<file path="src/hdl/rdsr_pkg.sv">
// ----------------------------------------------------------------------------
// rdsr_pkg
// Constants and opcodes shared by the digit sum / digital root block.
// ----------------------------------------------------------------------------
`default_nettype none

package rdsr_pkg;

   localparam int RADIX_BITS  = 8;
   localparam int RESULT_BITS = 12;

   localparam logic [RADIX_BITS-1:0]  RADIX_RESET = 8'd10;
   localparam logic [RADIX_BITS-1:0]  RADIX_MIN   = 8'd2;
   localparam logic [RESULT_BITS-1:0] RESULT_MAX  = 12'd2032;

   localparam logic OP_DIGIT_SUM  = 1'b0;
   localparam logic OP_DIGIT_ROOT = 1'b1;

endpackage

`default_nettype wire

</file>
<file path="src/hdl/rdsr_div.sv">
// ----------------------------------------------------------------------------
// rdsr_div
// Bit-serial restoring divider: one quotient bit per cycle, 8-bit divisor.
// ----------------------------------------------------------------------------
`default_nettype none

module rdsr_div #(
   parameter int VALUE_BITS = 63
) (
   input  wire logic                              clock,
   input  wire logic                              reset,
   input  wire logic                              start,
   input  wire logic [VALUE_BITS-1:0]             dividend,
   input  wire logic [rdsr_pkg::RADIX_BITS-1:0]   divisor,
   output logic                                   done,
   output logic [VALUE_BITS-1:0]                  quotient,
   output logic [rdsr_pkg::RADIX_BITS-1:0]        remainder
);

   localparam int CNT_BITS = $clog2(VALUE_BITS + 1);
   localparam int RB       = rdsr_pkg::RADIX_BITS;

   logic [VALUE_BITS-1:0] dividend_ff, dividend_in;
   logic [RB-1:0]         remainder_ff, remainder_in;
   logic [RB-1:0]         divisor_ff, divisor_in;
   logic [CNT_BITS-1:0]   count_ff, count_in;
   logic                  done_ff, done_in;

   logic [RB:0] trial;
   logic [RB:0] diff;
   logic        fits;

   always_comb begin
      trial        = {remainder_ff, dividend_ff[VALUE_BITS-1]};
      diff         = trial - {1'b0, divisor_ff};
      fits         = (trial >= {1'b0, divisor_ff});
      dividend_in  = dividend_ff;
      remainder_in = remainder_ff;
      divisor_in   = divisor_ff;
      count_in     = count_ff;
      done_in      = 1'b0;
      if (start) begin
         dividend_in  = dividend;
         remainder_in = '0;
         divisor_in   = divisor;
         count_in     = CNT_BITS'(VALUE_BITS);
      end else if (count_ff != '0) begin
         dividend_in  = {dividend_ff[VALUE_BITS-2:0], fits};
         remainder_in = fits ? diff[RB-1:0] : trial[RB-1:0];
         count_in     = count_ff - 1'b1;
         done_in      = (count_ff == CNT_BITS'(1));
      end
   end

   always_ff @(posedge clock) begin
      if (reset) begin
         count_ff <= '0;
         done_ff  <= 1'b0;
      end else begin
         count_ff <= count_in;
         done_ff  <= done_in;
      end
      dividend_ff  <= dividend_in;
      remainder_ff <= remainder_in;
      divisor_ff   <= divisor_in;
   end

   assign done      = done_ff;
   assign quotient  = dividend_ff;
   assign remainder = remainder_ff;

endmodule

`default_nettype wire

</file>
<file path="src/hdl/radix_digit_sum_and_root.sv">
// ----------------------------------------------------------------------------
// radix_digit_sum_and_root
// Digit sum (opcode 0) or digital root (opcode 1) of an unsigned operand in a
// programmable radix.
// ----------------------------------------------------------------------------
// One request is worked at a time. A digit sum needs one pass of the
// bit-serial divider per radix digit of the operand (worst case radix 2,
// 63 digits). A digital root takes one pass, and a zero operand takes none.
// The result is presented in the same cycle that the next request can first
// be taken.
// Radix values 0 and 1 act as radix 2. The next request is taken as soon as
// the result moves into the output register, even while it waits there.
// ----------------------------------------------------------------------------
`default_nettype none

module radix_digit_sum_and_root #(
   parameter int VALUE_BITS = 63
) (
   input  wire logic                               clock,
   input  wire logic                               reset,
   input  wire logic                               req_valid,
   output logic                                    req_ready,
   input  wire logic                               req_opcode,
   input  wire logic [VALUE_BITS-1:0]              req_value,
   output logic                                    rsp_valid,
   input  wire logic                               rsp_ready,
   output logic [rdsr_pkg::RESULT_BITS-1:0]        rsp_result,
   input  wire logic                               csr_write_enable,
   input  wire logic [rdsr_pkg::RADIX_BITS-1:0]    csr_write_data
);

   localparam int RB = rdsr_pkg::RADIX_BITS;
   localparam int SB = rdsr_pkg::RESULT_BITS;

   typedef enum logic [1:0] {
      ST_IDLE,
      ST_DIVIDE,
      ST_FINISH
   } state_type;

   state_type     state_ff, state_in;
   logic [RB-1:0] radix_ff, radix_in;
   logic          opcode_ff, opcode_in;
   logic [SB-1:0] sum_ff, sum_in;
   logic [RB-1:0] divisor_ff, divisor_in;
   logic          rsp_valid_ff, rsp_valid_in;
   logic [SB-1:0] rsp_result_ff, rsp_result_in;

   logic                  accept;
   logic                  value_zero;
   logic [RB-1:0]         eff_radix;
   logic [RB-1:0]         first_divisor;
   logic [VALUE_BITS-1:0] first_dividend;
   logic                  div_start;
   logic [VALUE_BITS-1:0] div_dividend;
   logic [RB-1:0]         div_divisor;
   logic                  div_done;
   logic [VALUE_BITS-1:0] div_quotient;
   logic [RB-1:0]         div_remainder;
   logic                  more_digits;
   logic                  rsp_free;

   always_comb begin
      accept         = req_valid && req_ready;
      value_zero     = (req_value == '0);
      eff_radix      = (radix_ff < rdsr_pkg::RADIX_MIN) ? rdsr_pkg::RADIX_MIN : radix_ff;
      first_divisor  = (req_opcode == rdsr_pkg::OP_DIGIT_ROOT) ? eff_radix - 1'b1 : eff_radix;
      first_dividend = (req_opcode == rdsr_pkg::OP_DIGIT_ROOT) ? req_value - 1'b1 : req_value;
      more_digits    = (div_quotient != '0);
      rsp_free       = !rsp_valid_ff || rsp_ready;
      div_start      = (accept && !value_zero)
                    || (state_ff == ST_DIVIDE && div_done
                        && opcode_ff == rdsr_pkg::OP_DIGIT_SUM && more_digits);
      div_dividend   = (state_ff == ST_IDLE) ? first_dividend : div_quotient;
      div_divisor    = (state_ff == ST_IDLE) ? first_divisor : divisor_ff;
   end

   rdsr_div #(
      .VALUE_BITS (VALUE_BITS)
   ) u_div (
      .clock     (clock),
      .reset     (reset),
      .start     (div_start),
      .dividend  (div_dividend),
      .divisor   (div_divisor),
      .done      (div_done),
      .quotient  (div_quotient),
      .remainder (div_remainder)
   );

   always_comb begin
      state_in      = state_ff;
      radix_in      = csr_write_enable ? csr_write_data : radix_ff;
      opcode_in     = opcode_ff;
      sum_in        = sum_ff;
      divisor_in    = divisor_ff;
      rsp_valid_in  = rsp_valid_ff && !rsp_ready;
      rsp_result_in = rsp_result_ff;
      case (state_ff)
         ST_IDLE: begin
            if (accept) begin
               opcode_in  = req_opcode;
               sum_in     = '0;
               divisor_in = first_divisor;
               state_in   = value_zero ? ST_FINISH : ST_DIVIDE;
            end
         end
         ST_DIVIDE: begin
            if (div_done) begin
               if (opcode_ff == rdsr_pkg::OP_DIGIT_ROOT) begin
                  sum_in   = SB'(div_remainder) + SB'(1);
                  state_in = ST_FINISH;
               end else begin
                  sum_in = sum_ff + SB'(div_remainder);
                  if (!more_digits) begin
                     state_in = ST_FINISH;
                  end
               end
            end
         end
         ST_FINISH: begin
            if (rsp_free) begin
               rsp_valid_in  = 1'b1;
               rsp_result_in = sum_ff;
               state_in      = ST_IDLE;
            end
         end
         default: begin
            state_in = ST_IDLE;
         end
      endcase
   end

   always_ff @(posedge clock) begin
      if (reset) begin
         state_ff     <= ST_IDLE;
         radix_ff     <= rdsr_pkg::RADIX_RESET;
         rsp_valid_ff <= 1'b0;
      end else begin
         state_ff     <= state_in;
         radix_ff     <= radix_in;
         rsp_valid_ff <= rsp_valid_in;
      end
      opcode_ff     <= opcode_in;
      sum_ff        <= sum_in;
      divisor_ff    <= divisor_in;
      rsp_result_ff <= rsp_result_in;
   end

   assign req_ready  = (state_ff == ST_IDLE);
   assign rsp_valid  = rsp_valid_ff;
   assign rsp_result = rsp_result_ff;

endmodule

`default_nettype wire

</file>
<file path="config.mk">
export PLATFORM = sky130hd
export DESIGN_NAME = radix_digit_sum_and_root
export DESIGN_NICKNAME = d
export VERILOG_FILES = /design/src/hdl/rdsr_pkg.sv /design/src/hdl/rdsr_div.sv /design/src/hdl/radix_digit_sum_and_root.sv
export SDC_FILE = /design/constraint.sdc
export NUM_CORES = 1
export LEC_CHECK = 0
export ABC_AREA = 0
export BUFFER_PORTS_ARGS = -buffer_cell sky130_fd_sc_hd__buf_2
export CAP_MARGIN = 25
export CELL_PAD_IN_SITES_DETAIL_PLACEMENT = 1
export CELL_PAD_IN_SITES_GLOBAL_PLACEMENT = 2
export CORE_MARGIN = 4
export CORE_UTILIZATION = 43
export CTS_BUF_LIST = sky130_fd_sc_hd__clkbuf_8 sky130_fd_sc_hd__clkbuf_16
export DETAILED_ROUTE_END_ITERATION = 12
export GPL_TIMING_DRIVEN = 1
export PLACE_DENSITY = 0.95
export SLEW_MARGIN = 5
export SYNTH_ARGS = -nofsm -noshare
export SYNTH_HDL_FRONTEND = slang
export SYNTH_SLANG_ARGS = --single-unit
</file>
<file path="constraint.sdc">
create_clock -name clock -period 4.9 [get_ports clock]
set_input_delay 0.245 -clock clock [delete_from_list [all_inputs] [get_ports clock]]
set_output_delay 0.245 -clock clock [all_outputs]
set_load 0.02 [all_outputs]
</file>
==> impl_metrics.yaml <==
pwr:
  p_per_area_nw_per_um2: 433
  power_frac_seq_pct: 41.9
  net-switching-power_mw: 1.22
  combPwrFrac_pct: 27.8
  power_leakage_nw: 3.73
  swShare_pct: 30.6
  clockPowerShare_pct: 30.3
  peakVddDrop_mv: 0.258
  p_total_mw: 4.00
  intPower_mw: 2.78
yosys:
  synth_area_um2: 8100
  synth_cells: 706
  ys_ff_latch: 130
  async_flop_share_pct: 0
  seq_area_frac_synth_pct: 45.0
  ys_types: 65
  synth-edff-count: 104
  synth.avg_cell_area_um2: 11.5
  synth_fp_nets: 807
  yosys_most_used_dff: "edfxtp_1"
  yosysWarnings: 0
clock_network:
  clk_latency_ps: 420
  cts_inserted_buffers: 17
  ctsHoldBuffers: 0
  post-cts-setup-buffers: 0
  cts_sinks: 130
  clk_path_buf_depth: 2
  clk_pin_slew_ps: 50
  cts-root-buf: "clkbuf_16"
  cts_tree: "done"
  htree_levels: 4
  ctsResizeCount: 0
die:
  core_area_um2: 18300
  num_rows: 49
  chipHeight_um: 145
  io_pins: 91
  start_util_pct: 44.4
  die-width_um: 145
  die_area_um2: 21100
detailed_routing:
  drt-initial-drc-count: 352
  detail_route.first_pass.iterations: 4
  drcViolationCount: 0
  drt.antenna.violating_nets: 0
  drt_wl_total_mm: 20.9
  vias_per_cell: 5.73
  wl_per_cell_um: 20.1
  via_count: 5949
sta:
  relSlewSlack_pct: 37.7
  hold_violations: 0
  whs_ps: 45.1
  fin_crit_sh_pct: 72.0
  tightest_slew_ps: 931
  grt_setup_unrepaired: "false"
  tns_ps: 0
  finalClockSkew_ps: 10.1
  maxSlewViolCount: 0
  period_needed_ps: 3530
  max_freq_mhz: 283
  finalSetupViolCount: 0
grt:
  track_usage_pct: 19.8
  grt_pass1_vias: 6500
  antenna_found_initial: 0
  grt_max_degree: 80
  grt_pass1_wl_mm: 33.5
  grt.overflow.total: 0
setup_path:
  worstSetupPathType: "reg -> reg"
  worstSetupEndpointType: "flip-flop"
  cp_max_fo: 79
  crit_arrival_ps: 3700
  cp.required_ps: 5070
  critPathLaunchType: "flip-flop"
min_path:
  hold_class: "in -> reg"
status:
  status: "completed"
placement:
  dp_hpwl_mm: 15.8
  portBuffers: 90
  gp_congestion: 0.830
final_layout:
  finalNetCount: 898
  n_antenna_cell: 0
  area_growth_pct: 14.0
  final_layout_size_suffix_gt1_share_pct: 25.4
job:
  maxCapViolations: 0
-- path summary, 6_finish.rpt --
kind | slack, ps | start | cells past startpoint | to
setup reg to reg | 1370 | u_div.quotient[19] | 6 | u_div.quotient[18]
setup / recovery | 1370 | u_div.quotient[19] | 6 | u_div.quotient[18]
hold reg to reg | 460 | sum_ff[2] | 0 | rsp_result[2]
hold / removal | 50 | csr_write_data[3] | 2 | radix_ff[3]
-- sequential cells by signal, indices dropped and copies added (netlist names) --
| name | flops |
|---|---|
| radix_ff | 8 |
| u_div.quotient | 63 |
| u_div.count_ff | 6 |
| rsp_valid | 1 |
| u_div.divisor_ff | 8 |
| opcode_ff | 1 |
| state_ff | 2 |
| sum_ff | 12 |
| divisor_ff | 8 |
| rsp_result | 12 |
| u_div.remainder | 8 |
| u_div.done | 1 |
-- power by group through the flow --
stage	logic, mW	clock network (mW)	registers (mW)
floorplan	0.883	0	1.59
global placement	1.03	0	1.67
detailed placement	1.11	0	1.69
CTS	1.12	1.23	1.67
global route	1.23	1.29	1.70
finish	1.11	1.21	1.67
-- cell usage in the layout (no fill, tap or decap), drive strengths merged, types with 3 or more instances in the layout --
cell / count
o22a: 3
buf: 93
o21ai: 10
mux2i: 16
a21oi: 21
ha: 22
dfxtp: 26
or3: 16
o21a: 6
or2: 4
nor2b: 8
nor4: 37
mux2: 70
inv: 33
xnor2: 41
nand2b: 4
nor2: 70
a21o: 6
nand3: 22
nand4: 8
nand2: 35
a211oi: 10
nor3: 25
or4: 14
clkinv: 4
edfxtp: 104
clkbuf: 19
and3: 4
xor2: 43
-- worst max-delay path, cell delays in order, from the launching register on --
cell,delay [ps]
edfxtp_1,450
nor4_1,640
nand4_1,210
nor4_1,650
o22a_1,530
inv_8,320
mux2_4,410
-- layout make-up --
cell class                      instances  area (um^2)
Clock inverter                         13          106
Clock buffer                           19          453
Tap cell                              229          287
Multi-Input combinational cell        529         4170
Fill cell                            2012         9040
Timing Repair Buffer                   93          473
Inverter                               26          105
Sequential cell                       130         3640
-- kinds of logic after synthesis --
kind of cell             synth area share, %
buffers and inverters                   3.63
XOR/XNOR                                9.08
AND/OR/NAND/NOR                         17.5
flip-flops                              45.0
multiplexers                            14.4
adder cells (fa/ha/maj)                 3.89
AO/OA/AOI/OAI                           6.47
-- stage by stage --
step / util (%) / worst slack (ps) / instances / instance area, um^2
after global placement: 47.4 / 1700 / 1006 / 8670
after global routing: 50.5 / 1220 / 1039 / 9230
after CTS: 50.5 / 1440 / 1038 / 9230
final: 50.5 / 1370 / 1039 / 9230
after floorplan: - / 1590 / 706 / 8100
after detailed placement: 47.4 / 1440 / 1006 / 8670
-- synth_stat cells (all sizes together), types with 3 or more instances --
| master | instances | area share [%] |
|---|---|---|
| edfxtp | 104 | 39 |
| mux2 | 70 | 12 |
| nor2 | 70 | 3.2 |
| xor2 | 43 | 4.6 |
| xnor2 | 41 | 4.4 |
| nor4 | 37 | 3.1 |
| nand2 | 35 | 1.6 |
| dfxtp | 26 | 6.4 |
| inv | 26 | 1.3 |
| nor3 | 25 | 1.8 |
| ha | 22 | 3.4 |
| nand3 | 22 | 1.4 |
| a21oi | 21 | 1.3 |
| mux2i | 16 | 2.0 |
| or3 | 16 | 1.2 |
| or4 | 14 | 1.3 |
| clkbuf | 11 | 0.51 |
| a211oi | 10 | 0.93 |
| buf | 10 | 1.8 |
| o21ai | 10 | 0.62 |
| nand4 | 8 | 0.62 |
| nor2b | 8 | 0.62 |
| a21o | 6 | 0.56 |
| o21a | 6 | 0.56 |
| and3 | 4 | 0.31 |
| nand2b | 4 | 0.31 |
| or2 | 4 | 0.31 |
| o22a | 3 | 0.32 |
-- layer usage --
metal | vias to the layer above | GRT usage [%] | wire length, um
li1 | 2818 | - | -
met1 | 2945 | 22.7 | 8580
met2 | 143 | 36.4 | 11000
met3 | 43 | 3.46 | 695
met4 | 0 | 7.79 | 593
met5 | - | 0 | 0
(Power assumes the default switching activity.)
